--- config.mk ---
export PLATFORM = sky130hd
export DESIGN_NAME = joint_setpoint_slew_interpolator_unit
export DESIGN_NICKNAME = d
export VERILOG_FILES = /design/src/rtl/jssi_pkg.sv /design/src/rtl/joint_setpoint_slew_interpolator_unit.sv /design/src/rtl/jssi_cfg.sv /design/src/rtl/jssi_div.sv /design/src/rtl/jssi_ctrl.sv
export SDC_FILE = /design/constraint.sdc
export NUM_CORES = 2
export LEC_CHECK = 0
export BUFFER_PORTS_ARGS = -buffer_cell sky130_fd_sc_hd__buf_2
export CORE_MARGIN = 8
export CORE_UTILIZATION = 45
export DETAILED_ROUTE_END_ITERATION = 8
export GPL_ROUTABILITY_DRIVEN = 0
export RECOVER_POWER = 100
export SYNTH_ARGS = -nofsm -noshare
export SYNTH_HDL_FRONTEND = slang
export SYNTH_SLANG_ARGS = --single-unit
export TNS_END_PERCENT = 50
--- constraint.sdc ---
create_clock -name clk -period 14.3 [get_ports clk]
set_input_delay 1.43 -clock clk [delete_from_list [all_inputs] [get_ports clk]]
set_output_delay 1.43 -clock clk [all_outputs]
set_load 0.005 [all_outputs]
--- src/rtl/jssi_pkg.sv ---
package jssi_pkg;

    localparam int JOINT_NUM_DEF = 1;
    localparam int STEPS_PER_REV_DEF = 3200;

    localparam logic signed [21:0] Q_TWO_PI  = 22'sd411775;
    localparam logic signed [21:0] Q_FOUR_PI = 22'sd823550;
    localparam logic signed [21:0] Q_PI      = 22'sd205887;
    localparam logic signed [21:0] A_MAX     = 22'sd1048575;
    localparam logic [26:0] TWO_PI_Q24 = 27'd105414357;
    localparam logic [21:0] SNAP_ZERO  = 22'd65;
    localparam logic [21:0] SEND_BAND  = 22'd655;
    localparam logic [15:0] TOL_FLOOR  = 16'd66;
    localparam logic [21:0] Q_SAT      = 22'd1048576;
    localparam logic [23:0] PULSE_MAX  = 24'hFFFFFF;

    localparam int NUM_W = 59;
    localparam int DEN_W = 32;
    localparam int QUO_W = 25;
    localparam int DIV_STEPS = NUM_W;
    localparam int CNT_W = $clog2(DIV_STEPS);

    localparam logic [1:0] REQ_TARGET   = 2'd0;
    localparam logic [1:0] REQ_FEEDBACK = 2'd1;
    localparam logic [1:0] REQ_TICK     = 2'd2;

    localparam logic KIND_CMD    = 1'b0;
    localparam logic KIND_REPORT = 1'b1;

    localparam logic [2:0] CFG_GEAR      = 3'd0;
    localparam logic [2:0] CFG_MREV      = 3'd1;
    localparam logic [2:0] CFG_AXNEG     = 3'd2;
    localparam logic [2:0] CFG_BIPOLAR   = 3'd3;
    localparam logic [2:0] CFG_LIMIT_LO  = 3'd4;
    localparam logic [2:0] CFG_LIMIT_HI  = 3'd5;
    localparam logic [2:0] CFG_MAX_STEP  = 3'd6;
    localparam logic [2:0] CFG_TOLERANCE = 3'd7;

    typedef enum logic [3:0] {
        ST_IDLE,
        ST_T_CANON,
        ST_T_CHECK,
        ST_F_DEN,
        ST_F_MUL,
        ST_F_NUM,
        ST_K_ERR,
        ST_K_MOVE,
        ST_K_LIM,
        ST_K_SNAP,
        ST_K_BAND,
        ST_P_MUL,
        ST_P_NUM,
        ST_DIV_GO,
        ST_DIV,
        ST_OUT
    } state_t;

    typedef struct packed {
        logic [7:0]         gear;
        logic               mrev;
        logic               axneg;
        logic               bip;
        logic signed [20:0] lo;
        logic signed [20:0] hi;
        logic [15:0]        step_limit;
        logic [15:0]        tol;
    } cfg_t;

    typedef struct packed {
        logic [1:0]         req_type;
        logic signed [20:0] target;
        logic signed [31:0] count;
        logic               sign;
    } in_t;

    typedef struct packed {
        logic               kind;
        logic [23:0]        pulse;
        logic               dir;
        logic signed [20:0] angle;
    } res_t;

    typedef struct packed {
        logic             done;
        logic             ovf;
        logic [QUO_W-1:0] quo;
    } div_rsp_t;

    // Truncating remainder by 2*pi, then fold into (-pi, pi].
    function automatic logic signed [21:0] wrap_pi(input logic signed [21:0] a);
        logic signed [21:0] r;
        if (a >= Q_FOUR_PI)
            r = a - Q_FOUR_PI;
        else if (a >= Q_TWO_PI)
            r = a - Q_TWO_PI;
        else if (a <= -Q_FOUR_PI)
            r = a + Q_FOUR_PI;
        else if (a <= -Q_TWO_PI)
            r = a + Q_TWO_PI;
        else
            r = a;
        if (r > Q_PI)
            r = r - Q_TWO_PI;
        else if (r <= -Q_PI)
            r = r + Q_TWO_PI;
        return r;
    endfunction

    function automatic logic [21:0] abs22(input logic signed [21:0] a);
        return a[21] ? 22'(-a) : 22'(a);
    endfunction

endpackage

--- src/rtl/joint_setpoint_slew_interpolator_unit.sv ---
// Setpoint slew interpolator for one stepper joint.
// Input stream (s_axis_*): tuser carries the request type (new target, motor position
// feedback, command tick); tdata carries the target angle, the feedback count and the
// feedback sign byte bit. Output stream (m_axis_*): tuser says whether the transfer is a
// motor command or a position report; tdata carries joint number, pulse count,
// direction and the reported angle.
// Configuration (cfg_*) is always ready and must be written while the block is idle.
// One item is taken at a time. A target gives no result. Feedback items and ticks use the
// 59-step bit-serial divider shared by the angle conversion and the pulse conversion; a
// tick with no move armed or no feedback yet, or one that sends nothing, gives no result.
// Results wait in an output register, so the next item is taken while the last result
// is still stalled; a second result then holds the sequencer until the first transfer.
// Reset clears all joint state (goal, command, last sent, measured angle, armed and
// feedback flags) and restores the configuration defaults; no clearing pass is needed.
module joint_setpoint_slew_interpolator_unit #(
    parameter int JOINT_NUM     = jssi_pkg::JOINT_NUM_DEF,
    parameter int STEPS_PER_REV = jssi_pkg::STEPS_PER_REV_DEF
) (
    input  logic        clk,
    input  logic        rst_n,
    input  logic        s_axis_tvalid,
    output logic        s_axis_tready,
    input  logic [55:0] s_axis_tdata,  // target_angle[20:0], feedback_count[52:21],
                                       // feedback_sign[53], zero[55:54]
    input  logic [1:0]  s_axis_tuser,  // req_type[1:0]
    output logic        m_axis_tvalid,
    input  logic        m_axis_tready,
    output logic [55:0] m_axis_tdata,  // joint_number[2:0], pulse_count[26:3],
                                       // motor_direction[27], reported_angle[48:28],
                                       // zero[55:49]
    output logic [0:0]  m_axis_tuser,  // result_kind[0]
    input  logic        cfg_valid,
    output logic        cfg_ready,
    input  logic [2:0]  cfg_index,
    input  logic [20:0] cfg_data
);

    jssi_pkg::cfg_t     cfg;
    jssi_pkg::in_t      in_item;
    jssi_pkg::res_t     res;
    jssi_pkg::res_t     out_reg;
    jssi_pkg::div_rsp_t div_rsp;
    logic               res_valid, res_ready;
    logic               out_valid_reg;
    logic               div_start;
    logic [jssi_pkg::NUM_W-1:0] div_dividend;
    logic [jssi_pkg::DEN_W-1:0] div_divisor;

    assign in_item.req_type = s_axis_tuser;
    assign in_item.target   = $signed(s_axis_tdata[20:0]);
    assign in_item.count    = $signed(s_axis_tdata[52:21]);
    assign in_item.sign     = s_axis_tdata[53];

    jssi_cfg u_cfg (
        .clk       (clk),
        .rst_n     (rst_n),
        .cfg_valid (cfg_valid),
        .cfg_ready (cfg_ready),
        .cfg_index (cfg_index),
        .cfg_data  (cfg_data),
        .cfg       (cfg)
    );

    jssi_div u_div (
        .clk      (clk),
        .rst_n    (rst_n),
        .start    (div_start),
        .dividend (div_dividend),
        .divisor  (div_divisor),
        .rsp      (div_rsp)
    );

    jssi_ctrl #(
        .STEPS_PER_REV (STEPS_PER_REV)
    ) u_ctrl (
        .clk          (clk),
        .rst_n        (rst_n),
        .in_valid     (s_axis_tvalid),
        .in_ready     (s_axis_tready),
        .in_item      (in_item),
        .cfg          (cfg),
        .res_valid    (res_valid),
        .res_ready    (res_ready),
        .res          (res),
        .div_start    (div_start),
        .div_dividend (div_dividend),
        .div_divisor  (div_divisor),
        .div_rsp      (div_rsp)
    );

    // hold a result until its transfer, load the next one as the slot frees
    assign res_ready = !out_valid_reg || m_axis_tready;

    always_ff @(posedge clk or negedge rst_n)
    begin
        if (!rst_n)
            out_valid_reg <= 1'b0;
        else if (res_ready)
            out_valid_reg <= res_valid;
    end

    always_ff @(posedge clk)
    begin
        if (res_ready && res_valid)
            out_reg <= res;
    end

    assign m_axis_tvalid = out_valid_reg;
    assign m_axis_tuser  = out_reg.kind;
    assign m_axis_tdata  = {7'd0, out_reg.angle, out_reg.dir, out_reg.pulse, 3'(JOINT_NUM)};

endmodule

--- src/rtl/jssi_cfg.sv ---
module jssi_cfg (
    input  logic               clk,
    input  logic               rst_n,
    input  logic               cfg_valid,
    output logic               cfg_ready,
    input  logic [2:0]         cfg_index,
    input  logic [20:0]        cfg_data,
    output jssi_pkg::cfg_t     cfg
);

    jssi_pkg::cfg_t cfg_reg;

    assign cfg_ready = 1'b1;
    assign cfg = cfg_reg;

    always_ff @(posedge clk or negedge rst_n)
    begin
        if (!rst_n)
        begin
            cfg_reg.gear       <= 8'd30;
            cfg_reg.mrev       <= 1'b0;
            cfg_reg.axneg      <= 1'b1;
            cfg_reg.bip        <= 1'b0;
            cfg_reg.lo         <= -21'sd406323;
            cfg_reg.hi         <= 21'sd0;
            cfg_reg.step_limit <= 16'd1049;
            cfg_reg.tol        <= 16'd655;
        end
        else if (cfg_valid)
        begin
            case (cfg_index)
                jssi_pkg::CFG_GEAR:      cfg_reg.gear       <= cfg_data[7:0];
                jssi_pkg::CFG_MREV:      cfg_reg.mrev       <= cfg_data[0];
                jssi_pkg::CFG_AXNEG:     cfg_reg.axneg      <= cfg_data[0];
                jssi_pkg::CFG_BIPOLAR:   cfg_reg.bip        <= cfg_data[0];
                jssi_pkg::CFG_LIMIT_LO:  cfg_reg.lo         <= $signed(cfg_data);
                jssi_pkg::CFG_LIMIT_HI:  cfg_reg.hi         <= $signed(cfg_data);
                jssi_pkg::CFG_MAX_STEP:  cfg_reg.step_limit <= cfg_data[15:0];
                jssi_pkg::CFG_TOLERANCE: cfg_reg.tol        <= cfg_data[15:0];
                default:                 cfg_reg <= cfg_reg;
            endcase
        end
    end

endmodule

--- src/rtl/jssi_div.sv ---
module jssi_div (
    input  logic                        clk,
    input  logic                        rst_n,
    input  logic                        start,
    input  logic [jssi_pkg::NUM_W-1:0]  dividend,
    input  logic [jssi_pkg::DEN_W-1:0]  divisor,
    output jssi_pkg::div_rsp_t          rsp
);

    logic                        busy_reg, busy_next;
    logic                        done_reg, done_next;
    logic [jssi_pkg::CNT_W-1:0]  cnt_reg, cnt_next;
    logic [jssi_pkg::NUM_W-1:0]  num_reg, num_next;
    logic [jssi_pkg::DEN_W-1:0]  rem_reg, rem_next;
    logic [jssi_pkg::DEN_W-1:0]  dsr_reg, dsr_next;
    logic [jssi_pkg::QUO_W-1:0]  quo_reg, quo_next;
    logic                        ovf_reg, ovf_next;
    logic [jssi_pkg::DEN_W:0]    rem_sh;
    logic [jssi_pkg::DEN_W:0]    rem_sub;
    logic                        ge;

    assign rem_sh  = {rem_reg, num_reg[jssi_pkg::NUM_W-1]};
    assign ge      = rem_sh >= {1'b0, dsr_reg};
    assign rem_sub = rem_sh - {1'b0, dsr_reg};

    always_comb
    begin
        busy_next = busy_reg;
        done_next = 1'b0;
        cnt_next  = cnt_reg;
        num_next  = num_reg;
        rem_next  = rem_reg;
        dsr_next  = dsr_reg;
        quo_next  = quo_reg;
        ovf_next  = ovf_reg;
        if (start)
        begin
            busy_next = 1'b1;
            cnt_next  = '0;
            num_next  = dividend;
            rem_next  = '0;
            dsr_next  = divisor;
            quo_next  = '0;
            ovf_next  = 1'b0;
        end
        else if (busy_reg)
        begin
            // one quotient bit a cycle; flag any bit that falls off the top
            num_next = {num_reg[jssi_pkg::NUM_W-2:0], 1'b0};
            rem_next = ge ? rem_sub[jssi_pkg::DEN_W-1:0] : rem_sh[jssi_pkg::DEN_W-1:0];
            quo_next = {quo_reg[jssi_pkg::QUO_W-2:0], ge};
            ovf_next = ovf_reg | quo_reg[jssi_pkg::QUO_W-1];
            cnt_next = cnt_reg + 1'b1;
            if (cnt_reg == jssi_pkg::CNT_W'(jssi_pkg::DIV_STEPS - 1))
            begin
                busy_next = 1'b0;
                done_next = 1'b1;
            end
        end
    end

    always_ff @(posedge clk or negedge rst_n)
    begin
        if (!rst_n)
        begin
            busy_reg <= 1'b0;
            done_reg <= 1'b0;
            cnt_reg  <= '0;
        end
        else
        begin
            busy_reg <= busy_next;
            done_reg <= done_next;
            cnt_reg  <= cnt_next;
        end
    end

    always_ff @(posedge clk)
    begin
        num_reg <= num_next;
        rem_reg <= rem_next;
        dsr_reg <= dsr_next;
        quo_reg <= quo_next;
        ovf_reg <= ovf_next;
    end

    assign rsp.done = done_reg;
    assign rsp.ovf  = ovf_reg;
    assign rsp.quo  = quo_reg;

endmodule

--- src/rtl/jssi_ctrl.sv ---
module jssi_ctrl #(
    parameter int STEPS_PER_REV = jssi_pkg::STEPS_PER_REV_DEF
) (
    input  logic                        clk,
    input  logic                        rst_n,
    input  logic                        in_valid,
    output logic                        in_ready,
    input  jssi_pkg::in_t               in_item,
    input  jssi_pkg::cfg_t              cfg,
    output logic                        res_valid,
    input  logic                        res_ready,
    output jssi_pkg::res_t              res,
    output logic                        div_start,
    output logic [jssi_pkg::NUM_W-1:0]  div_dividend,
    output logic [jssi_pkg::DEN_W-1:0]  div_divisor,
    input  jssi_pkg::div_rsp_t          div_rsp
);

    localparam logic [15:0] SPR = 16'(STEPS_PER_REV);

    jssi_pkg::state_t state_reg, state_next;

    logic signed [20:0] goal_reg, goal_next;
    logic signed [20:0] cmd_reg, cmd_next;
    logic signed [20:0] last_reg, last_next;
    logic signed [20:0] meas_reg, meas_next;
    logic               armed_reg, armed_next;
    logic               seen_reg, seen_next;

    logic signed [21:0] a_reg, a_next;
    logic signed [21:0] err_reg, err_next;
    logic               neg_reg, neg_next;
    logic               sign_reg, sign_next;
    logic               pulse_reg, pulse_next;
    logic               dir_reg, dir_next;
    logic [31:0]        mag_reg, mag_next;
    logic [jssi_pkg::DEN_W-1:0] den_reg, den_next;
    logic [jssi_pkg::NUM_W-1:0] num_reg, num_next;
    jssi_pkg::res_t     res_reg, res_next;

    logic [31:0]        mul_a;
    logic [26:0]        mul_b;
    logic [jssi_pkg::NUM_W-1:0] mul_p;
    logic [jssi_pkg::NUM_W-1:0] mul_reg;

    logic [7:0]         gear_eff;
    logic signed [21:0] lo_s, hi_s, goal_s, cmd_s, last_s, meas_s;
    logic [21:0]        abs_err, step, abs_a, abs_band, abs_hi;
    logic [15:0]        tol_eff;
    logic signed [21:0] a_wrap, d_band, q_s, m_s;
    logic [21:0]        q_fb;
    logic               neg_fb;

    assign gear_eff = (cfg.gear == 8'd0) ? 8'd1 : cfg.gear;
    assign lo_s     = 22'($signed(cfg.lo));
    assign hi_s     = 22'($signed(cfg.hi));
    assign goal_s   = 22'(goal_reg);
    assign cmd_s    = 22'(cmd_reg);
    assign last_s   = 22'(last_reg);
    assign meas_s   = 22'(meas_reg);
    assign tol_eff  = (cfg.tol < jssi_pkg::TOL_FLOOR) ? jssi_pkg::TOL_FLOOR : cfg.tol;
    assign abs_err  = jssi_pkg::abs22(err_reg);
    assign step     = (abs_err < 22'(cfg.step_limit)) ? abs_err : 22'(cfg.step_limit);
    assign a_wrap   = jssi_pkg::wrap_pi(a_reg);
    assign abs_a    = jssi_pkg::abs22(a_reg);
    assign abs_hi   = jssi_pkg::abs22(a_reg - jssi_pkg::Q_TWO_PI);
    assign d_band   = last_s - a_reg;
    assign abs_band = jssi_pkg::abs22(d_band);
    assign m_s      = cfg.axneg ? -cmd_s : cmd_s;
    assign mul_p    = mul_a * mul_b;

    // feedback quotient clamp and sign
    assign q_fb   = (div_rsp.ovf || div_rsp.quo > jssi_pkg::QUO_W'(jssi_pkg::Q_SAT)) ?
                    jssi_pkg::Q_SAT : 22'(div_rsp.quo);
    assign neg_fb = neg_reg ^ (cfg.bip & ~sign_reg) ^ cfg.axneg;
    assign q_s    = neg_fb ? -$signed(q_fb) : $signed(q_fb);

    always_comb
    begin
        state_next = state_reg;
        goal_next  = goal_reg;
        cmd_next   = cmd_reg;
        last_next  = last_reg;
        meas_next  = meas_reg;
        armed_next = armed_reg;
        seen_next  = seen_reg;
        a_next     = a_reg;
        err_next   = err_reg;
        neg_next   = neg_reg;
        sign_next  = sign_reg;
        pulse_next = pulse_reg;
        dir_next   = dir_reg;
        mag_next   = mag_reg;
        den_next   = den_reg;
        num_next   = num_reg;
        res_next   = res_reg;
        mul_a      = '0;
        mul_b      = '0;
        in_ready   = 1'b0;
        res_valid  = 1'b0;
        div_start  = 1'b0;

        case (state_reg)
            jssi_pkg::ST_IDLE:
            begin
                in_ready = 1'b1;
                if (in_valid)
                begin
                    case (in_item.req_type)
                        jssi_pkg::REQ_TARGET:
                        begin
                            a_next     = 22'(in_item.target);
                            state_next = jssi_pkg::ST_T_CANON;
                        end
                        jssi_pkg::REQ_FEEDBACK:
                        begin
                            neg_next   = in_item.count[31];
                            sign_next  = in_item.sign;
                            mag_next   = in_item.count[31] ? 32'(-in_item.count) :
                                                             32'(in_item.count);
                            state_next = jssi_pkg::ST_F_DEN;
                        end
                        jssi_pkg::REQ_TICK:
                        begin
                            if (armed_reg && seen_reg)
                                state_next = jssi_pkg::ST_K_ERR;
                        end
                        default:
                            state_next = jssi_pkg::ST_IDLE;
                    endcase
                end
            end

            jssi_pkg::ST_T_CANON:
            begin
                if (cfg.bip)
                    a_next = a_wrap;
                else if (hi_s <= 22'sd0 && a_reg > jssi_pkg::Q_PI)
                    a_next = a_reg - jssi_pkg::Q_TWO_PI;
                else if (lo_s >= 22'sd0 && a_reg < -jssi_pkg::Q_PI)
                    a_next = a_reg + jssi_pkg::Q_TWO_PI;
                state_next = jssi_pkg::ST_T_CHECK;
            end

            jssi_pkg::ST_T_CHECK:
            begin
                if (a_reg >= lo_s && a_reg <= hi_s)
                begin
                    goal_next  = a_reg[20:0];
                    armed_next = 1'b1;
                    if (seen_reg)
                        cmd_next = meas_reg;
                end
                else
                    armed_next = 1'b0;
                state_next = jssi_pkg::ST_IDLE;
            end

            jssi_pkg::ST_F_DEN:
            begin
                mul_a      = 32'(gear_eff);
                mul_b      = 27'(SPR);
                state_next = jssi_pkg::ST_F_MUL;
            end

            jssi_pkg::ST_F_MUL:
            begin
                den_next   = {mul_reg[23:0], 8'd0};
                mul_a      = mag_reg;
                mul_b      = jssi_pkg::TWO_PI_Q24;
                state_next = jssi_pkg::ST_F_NUM;
            end

            jssi_pkg::ST_F_NUM:
            begin
                // add half the divisor to round to nearest
                num_next   = mul_reg + jssi_pkg::NUM_W'(den_reg[jssi_pkg::DEN_W-1:1]);
                pulse_next = 1'b0;
                state_next = jssi_pkg::ST_DIV_GO;
            end

            jssi_pkg::ST_K_ERR:
            begin
                err_next   = goal_s - cmd_s;
                state_next = jssi_pkg::ST_K_MOVE;
            end

            jssi_pkg::ST_K_MOVE:
            begin
                if (abs_err <= 22'(tol_eff))
                begin
                    cmd_next   = goal_reg;
                    armed_next = 1'b0;
                end
                else if (err_reg[21])
                    cmd_next = 21'(cmd_s - $signed(step));
                else
                    cmd_next = 21'(cmd_s + $signed(step));
                state_next = jssi_pkg::ST_K_LIM;
            end

            jssi_pkg::ST_K_LIM:
            begin
                if (cmd_s >= lo_s && cmd_s <= hi_s)
                begin
                    a_next     = (m_s > jssi_pkg::A_MAX) ? jssi_pkg::A_MAX : m_s;
                    state_next = jssi_pkg::ST_K_SNAP;
                end
                else
                    state_next = jssi_pkg::ST_IDLE;
            end

            jssi_pkg::ST_K_SNAP:
            begin
                if (cfg.bip)
                begin
                    a_next = (jssi_pkg::abs22(a_wrap) <= jssi_pkg::SNAP_ZERO) ? 22'sd0 : a_wrap;
                end
                else if (abs_a <= jssi_pkg::SNAP_ZERO || abs_hi <= jssi_pkg::SNAP_ZERO)
                    a_next = 22'sd0;
                state_next = jssi_pkg::ST_K_BAND;
            end

            jssi_pkg::ST_K_BAND:
            begin
                // drop commands inside the deadband and negative unipolar ones
                if (abs_band <= jssi_pkg::SEND_BAND || (!cfg.bip && a_reg[21]))
                    state_next = jssi_pkg::ST_IDLE;
                else
                begin
                    dir_next   = cfg.bip ? (a_reg[21] ? cfg.mrev : ~cfg.mrev) : cfg.mrev;
                    last_next  = a_reg[20:0];
                    pulse_next = 1'b1;
                    mul_a      = 32'(abs_a);
                    mul_b      = 27'(gear_eff);
                    state_next = jssi_pkg::ST_P_MUL;
                end
            end

            jssi_pkg::ST_P_MUL:
            begin
                mul_a      = mul_reg[31:0];
                mul_b      = 27'(SPR);
                state_next = jssi_pkg::ST_P_NUM;
            end

            jssi_pkg::ST_P_NUM:
            begin
                num_next   = {mul_reg[jssi_pkg::NUM_W-9:0], 8'd0};
                state_next = jssi_pkg::ST_DIV_GO;
            end

            jssi_pkg::ST_DIV_GO:
            begin
                div_start  = 1'b1;
                state_next = jssi_pkg::ST_DIV;
            end

            jssi_pkg::ST_DIV:
            begin
                if (div_rsp.done)
                begin
                    if (pulse_reg)
                    begin
                        res_next.kind  = jssi_pkg::KIND_CMD;
                        res_next.pulse = (div_rsp.ovf || div_rsp.quo[jssi_pkg::QUO_W-1]) ?
                                         jssi_pkg::PULSE_MAX : div_rsp.quo[23:0];
                        res_next.dir   = dir_reg;
                        res_next.angle = 21'sd0;
                    end
                    else
                    begin
                        meas_next = (q_s > jssi_pkg::A_MAX) ? jssi_pkg::A_MAX[20:0] : q_s[20:0];
                        if (!seen_reg)
                            cmd_next = meas_next;
                        seen_next      = 1'b1;
                        res_next.kind  = jssi_pkg::KIND_REPORT;
                        res_next.pulse = 24'd0;
                        res_next.dir   = 1'b0;
                        res_next.angle = meas_next;
                    end
                    state_next = jssi_pkg::ST_OUT;
                end
            end

            jssi_pkg::ST_OUT:
            begin
                res_valid = 1'b1;
                if (res_ready)
                    state_next = jssi_pkg::ST_IDLE;
            end

            default:
                state_next = jssi_pkg::ST_IDLE;
        endcase
    end

    always_ff @(posedge clk or negedge rst_n)
    begin
        if (!rst_n)
        begin
            state_reg <= jssi_pkg::ST_IDLE;
            goal_reg  <= '0;
            cmd_reg   <= '0;
            last_reg  <= '0;
            meas_reg  <= '0;
            armed_reg <= 1'b0;
            seen_reg  <= 1'b0;
            pulse_reg <= 1'b0;
        end
        else
        begin
            state_reg <= state_next;
            goal_reg  <= goal_next;
            cmd_reg   <= cmd_next;
            last_reg  <= last_next;
            meas_reg  <= meas_next;
            armed_reg <= armed_next;
            seen_reg  <= seen_next;
            pulse_reg <= pulse_next;
        end
    end

    always_ff @(posedge clk)
    begin
        a_reg   <= a_next;
        err_reg <= err_next;
        neg_reg <= neg_next;
        sign_reg <= sign_next;
        dir_reg <= dir_next;
        mag_reg <= mag_next;
        den_reg <= den_next;
        num_reg <= num_next;
        res_reg <= res_next;
        mul_reg <= mul_p;
    end

    assign res          = res_reg;
    assign div_dividend = num_reg;
    assign div_divisor  = pulse_reg ? jssi_pkg::DEN_W'(jssi_pkg::TWO_PI_Q24) : den_reg;

endmodule

======== Word level (Yosys, flattened, before mapping) ========
Cells that the tools add are included.
cells by class
  $add $sub $neg .......................... 21
  equal/unequal tests ..................... 39
  $mul .................................... 1
  $lt $le $gt $ge ......................... 25
  multiplexer cells ....................... 74
  bitwise operators ....................... 8
  reduce and logical (&&, ||, !) cells .... 44
operator list
  cell                                                   count
  two-way mux 22 bit                                     25
  two-way mux 21 bit                                     9
  negator 22 bit                                         6
  one-hot mux 32 bit (4 select lines)                    1
  two-way mux 59 bit                                     2
  one-hot mux 59 bit (2 select lines)                    1
  one-hot mux 22 bit (4 select lines)                    1
  one-hot mux 27 bit (3 select lines)                    1
  <= comparator 22 x 7 -> 1 bit (second input constant)  3
  one-hot mux 21 bit (3 select lines)                    1
  one-hot mux 4 bit (15 select lines)                    1
  adder 59 x 31 -> 59 bit                                1
  multiplier 32 x 27 -> 59 bit                           1
  two-way mux 47 bit                                     1
  adder 22 x 20 -> 22 bit (second input constant)        2
  > comparator 22 x 19 -> 1 bit (second input constant)  2
  > comparator 22 x 21 -> 1 bit (second input constant)  2
  subtractor 22 x 20 -> 22 bit (second input constant)   2
  greater-or-equal comparator 33 x 32 -> 1 bit           1
  == test 4 bit (second input constant)                  8
  two-way mux 32 bit                                     1
  negator 32 bit                                         1
  subtractor 32 bit                                      1
  two-way mux 31 bit                                     1
  other kinds (65)                                       137
word-level totals
  input port bits ......................... 87
  output and inout port bits .............. 60
  logic and storage cells ................. 255
  register bits ........................... 646

======== Logic depth before layout (Yosys ltp) ========
  depth in word-level cells ............... 14
  mapped depth ............................ 55
  depth with buffers taken out ............ 54

======== Cells and area by module ========
Synthesis repeated with hierarchy kept, for this count alone.
second synthesis, totals
  cell total of the unflattened synthesis .. 6674
  area total of the unflattened synthesis .. 61918.1 um^2
modules (own cells, without submodules)
  module                                 seq. area each (um^2)  area each (um^2)  cells each  instances
  jssi_ctrl                              9734.3                 48891.9           5658        1
  jssi_div                               4093.9                 8169.1            763         1
  jssi_cfg                               2160.8                 3309.4            190         1
  joint_setpoint_slew_interpolator_unit  1436.4                 1547.7            63          1

======== Least setup slack after synthesis ========
Ideal clock, no wire load.
  path type ............................... register to register
  start point ............................. register u_ctrl.a_reg[1]
  end point ............................... register u_ctrl.mul_reg[56] (netlist name)
  cell stages (with the launch flop) ...... 50
  setup time .............................. 72 ps
  data arrival time ....................... 12427 ps
  period minus slack after synthesis ...... 12499 ps
  required time ........................... 14228 ps
  slack ................................... 1801 ps
  cell sequence ........................... edfxtp_1 -> inv_1 -> fa_1 -> a21o_1 -> a21oi_1 -> o21ai_0 -> a21oi_1 -> o21ai_0 -> a21oi_1 -> xor2_1 -> o2111ai_1 -> or3_1 -> nor2_1 -> mux2_2 -> or4b_2 -> a221oi_1 -> nand3_1 -> a211oi_1 -> [14 not listed] -> ha_1 -> a21o_1 -> a21o_1 -> a21o_1 -> or4_1 -> a21oi_1 -> nor4b_1 -> o21bai_1 -> a31oi_1 -> a211oi_1 -> o21a_1 -> o211a_1 -> a21oi_1 -> a21oi_1 -> o21ai_0 -> a221o_1 -> a21oi_1 -> xnor2_1
on the way
  cells in the longest elaborated chain, start to end .. 8
RTL lines
  what                                                                                        RTL line          text
  start: declaration                                                                          jssi_ctrl.sv:30   logic signed [21:0] a_reg, a_next;
  start signal: assignment                                                                    jssi_ctrl.sv:326  a_reg <= a_next;
  subtractor 21 x 22 -> 22 bit                                                                jssi_ctrl.sv:67   assign d_band = last_s - a_reg;
  negator 22 bit                                                                              jssi_pkg.sv:110   return a[21] ? 22'(-a) : 22'(a);
  two-way mux 22 bit                                                                          jssi_pkg.sv:110
  <= comparator 22 x 10 -> 1 bit                                                              jssi_ctrl.sv:227  if (abs_band <= jssi_pkg::SEND_BAND || (!cfg.bip && a_reg[21]))
  logical OR 1 bit                                                                            jssi_ctrl.sv:227
  two-way mux 22 bit or two-way mux 8 bit (tied branches)                                     jssi_ctrl.sv:227
  one-hot mux 32 bit (4 select lines) or one-hot mux 27 bit (3 select lines) (tied branches)  jssi_ctrl.sv:103  case (state_reg)
  multiplier 32 x 27 -> 59 bit *                                                              jssi_ctrl.sv:70   assign mul_p = mul_a * mul_b;
  net u_ctrl.mul_p, one bit                                                                   jssi_ctrl.sv:43   logic [jssi_pkg::NUM_W-1:0] mul_p;
  end signal: assignment                                                                      jssi_ctrl.sv:335  mul_reg <= mul_p;
  end: declaration                                                                            jssi_ctrl.sv:44   logic [jssi_pkg::NUM_W-1:0] mul_reg;
Mark *: on every way through the listed nets, which the timed path passes. The rest lies on a longest branch.
A chain may end at the register's enable or synchronous reset.

======== Final worst setup path ========
  start point ............................. register u_ctrl.last_reg[0]
  end point ............................... register u_ctrl.mul_reg[56] (netlist name)
on the way
  cells in the longest elaborated chain, start to end .. 8
RTL lines
  what                                                                                        RTL line          text
  start: declaration                                                                          jssi_ctrl.sv:25   logic signed [20:0] last_reg, last_next;
  start signal: assignment                                                                    jssi_ctrl.sv:316  last_reg <= last_next;
  subtractor 21 x 22 -> 22 bit *                                                              jssi_ctrl.sv:67
  negator 22 bit                                                                              jssi_pkg.sv:110
  two-way mux 22 bit *                                                                        jssi_pkg.sv:110
  <= comparator 22 x 10 -> 1 bit *                                                            jssi_ctrl.sv:227
  logical OR 1 bit *                                                                          jssi_ctrl.sv:227
  two-way mux 22 bit or two-way mux 8 bit (tied branches)                                     jssi_ctrl.sv:227
  one-hot mux 32 bit (4 select lines) or one-hot mux 27 bit (3 select lines) (tied branches)  jssi_ctrl.sv:103
  multiplier 32 x 27 -> 59 bit *                                                              jssi_ctrl.sv:70
  net u_ctrl.mul_p, one bit                                                                   jssi_ctrl.sv:43
Marks and branches as above.

==> impl_metrics.csv <==
group,metric,value,unit
timing,skew,0.0417,ns
timing,rsz0062_at_grt,"false",
timing,setup_viol,0,
clock_network,clock_latency,0.70,ns
run_status,violations,"max-capacitance violations, max-slew violations",
synth,synthDistinctLibCells,117,
timing,max_slew.worst_pin.slew,3.82,ns
run_status,status,"complete, but fails checks",
worst_hold_path,hold_start,"u_ctrl.res[22]",
timing,period_share,0.943,
synth,synth_flop_cell,"edfxtp_1",
setup_path,cp-end-kind,"flip-flop",
global_routing,grt_overflow,0,
clock_network,cts_num_sinks,642,
drt,routed-via-count,49400,
cells_and_area,layout.nets,7884,
setup_path,cp_common_cell,"a21oi_1",
setup_path,cp_data_required_time,14.90,ns
clock_network,cts_tree,"done",
cells_and_area,drive_above_1_share,0.0755,
die,initial_core_util,0.452,
cells_and_area,multi_input_area,0.0392,mm^2
synth,ys_seq_area_frac,0.282,
synth,avgSynthCellArea,9.10,um^2
drt,first_iter_violations,4733,
timing,fmax,74.1,MHz
clock_network,clk_pin_slew,0.06,ns
die,core_region_area,0.135,mm^2
die,die_h,385,um
clock_network,cts_max_path_buffers,3,
synth,netlist_area,0.0611,mm^2
setup_path,arrival,14.09,ns
synth,synthArstFlopShare,0.288,
timing,finalHoldViolCount,0,
setup_path,path_delay_family,"compound AO/OA/AOI/OAI gates",
synth,syn_inst,6716,
timing,tns,0,ns
global_routing,grt_pass1_vias,48000,
cells_and_area,register_area,0.0172,mm^2
clock_network,post_cts_resized,0,
setup_path,cp_max_fo,86,
cells_and_area,fill_cells,12800,
clock_network,cts_buffers,78,
global_routing,grt_first_pass_wirelength,281000,um
timing,slew_headroom,-1.55,
die,die_area,0.148,mm^2
drt,post-route-drc-count,0,
clock_network,post_cts_buffers,0,
setup_path,path_buf_inv,7,
synth,synth_edf_count,340,
cells_and_area,area_delta_synth_final,8.53,%
drt,wl_per_cell,21.1,um
timing,fin_crit,13.49,ns
setup_path,cp_slowest_cell,"or4b_2",
drt,dr.pass1.iters,6,
die,io_pins,147,
synth,yosysWarnings,0,
global_routing,grt_max_degree,89,
synth,ys_ff_latch,642,
drt,via_per_inst,5.72,
run,cap_violations,20,
clock_network,cts-root-buf,"clkbuf_16",
setup_path,crit_path_max_incr_delay,0.59,ns
setup_path,startpoint_type,"flip-flop",
global_routing,grtUsageTotal,0.241,
die,rows,135,
place,port_buffers,133,
clock_network,hold_buffers,0,
clock_network,htreeDepth,3,
die,fp.dieW,385,um
worst_hold_path,hold_class,"reg2reg",
setup_path,rr_startpoint,"u_ctrl.last_reg[0]",
drt,drt-total-wl,183000,um
timing,slew_viol_final,928,
cells_and_area,largest_reg_flops,85,
place,dp_hpwl,143000,um
global_routing,antenna_found_initial,12,
setup_path,cp-startpoint,"u_ctrl.last_reg[0]",
setup_path,critical_path_class,"reg2reg",
drt,drtAntennaViolNets,0,
layout make-up:
type                    instances  area share
multi-input cells            4866       0.591
flip-flops and latches        642       0.259
inverters                     972      0.0550
well taps                    1781      0.0336
clock buffers                  99      0.0320
repair buffers                233      0.0194
clock inverters                47     0.00979
diodes                          2   0.0000754
Yosys cell counts (all sizes together) (94+ instances only):
cell type  number  share of area
a21o           94          0.012
a21oi         396          0.033
clkbuf        222          0.014
dfrtp         158          0.065
dfxtp         117          0.038
edfxtp        340           0.17
fa            462           0.15
ha            542           0.11
inv           965          0.059
mux2          100          0.018
nand2         702          0.043
nand3         133          0.011
nor2          450          0.028
nor3           95         0.0079
o21ai         338          0.028
xnor2         276          0.040
logic make-up after synthesis:
kind of cell    count (synthesis)  share of synthesized area
compound gates               1427                      0.153
mux                           155                     0.0274
xor+xnor                      345                     0.0495
buf+inv                      1247                     0.0787
other cells                     2                   0.000123
flops                         642                      0.282
simple gates                 1894                      0.148
fa+ha+maj                    1004                      0.262
layer usage:
| metal | routed length, um | global-route usage | up-vias |
|---|---|---|---|
| met5 | 45 | 0 | - |
| met3 | 16600 | 0.0527 | 364 |
| li1 | - | - | 23100 |
| met2 | 79900 | 0.372 | 1953 |
| met4 | 5620 | 0.0752 | 6 |
| met1 | 80600 | 0.337 | 24000 |
through the flow:
| stage | utilization | hold slack [ns] | std cells | area, um^2 | worst slack (ns) |
|---|---|---|---|---|---|
| 2_1_floorplan | - | 0.400 | 6755 | 61300 | 1.80 |
| 3_3_place_gp | 0.473 | 0.404 | 8494 | 63900 | 1.13 |
| 3_5_place_dp | 0.473 | 0.405 | 8494 | 63900 | 0.967 |
| 4_1_cts | 0.494 | 0.418 | 8640 | 66700 | 0.892 |
| 5_1_grt | 0.491 | 0.419 | 8640 | 66300 | 0.0328 |
| 6_report | 0.491 | 0.407 | 8642 | 66400 | 0.811 |
placed cells by master (no fill, tap or decap), types with 30 or more instances in the layout:
cell,instances
edfxtp_1,340
nor2_1,448
xnor2_1,275
nand4_1,59
fa_1,462
mux2_2,99
dfxtp_1,117
nor2b_1,61
or3_1,39
a21o_1,93
mux2i_1,55
a21boi_0,44
nand2_1,699
nand3_1,132
a21oi_1,390
dfrtp_1,157
a211oi_1,39
o31ai_1,74
clkbuf_16,80
ha_1,542
nand2b_1,49
conb_1,41
o211ai_1,48
o21a_1,31
nor3_1,89
and3_1,69
inv_1,957
buf_4,72
nor4_1,44
o21ai_0,333
or2_2,30
xor2_1,69
a221oi_1,48
a31oi_1,65
clkbuf_1,84
and2_1,34
buf_2,88
worst reg2reg max path, delay by kind of cell (launching register included):
kind,cells,cell delay (ns)
fa+ha+maj,10,4.17
buf+inv,7,0.71
simple gates,6,1.85
xor+xnor,2,0.38
mux,1,0.14
flops,1,0.36
compound gates,24,5.78
final timing paths:
kind	endpoint	slack [ns]	cells after the start
max	u_ctrl.mul_reg[56]	0.81	50
max reg2reg	u_ctrl.mul_reg[56]	0.81	50
min	m_axis_tdata[3]	0.41	0
min in group asynchronous	u_div.busy_reg	1.95	1
min reg2reg	m_axis_tdata[3]	0.41	0
max in group asynchronous	u_ctrl.last_reg[5]	7.40	2
Power is left out: the tool's default activity adds up to more than one toggle a clock period on the data nets, which glitch-free logic cannot reach.
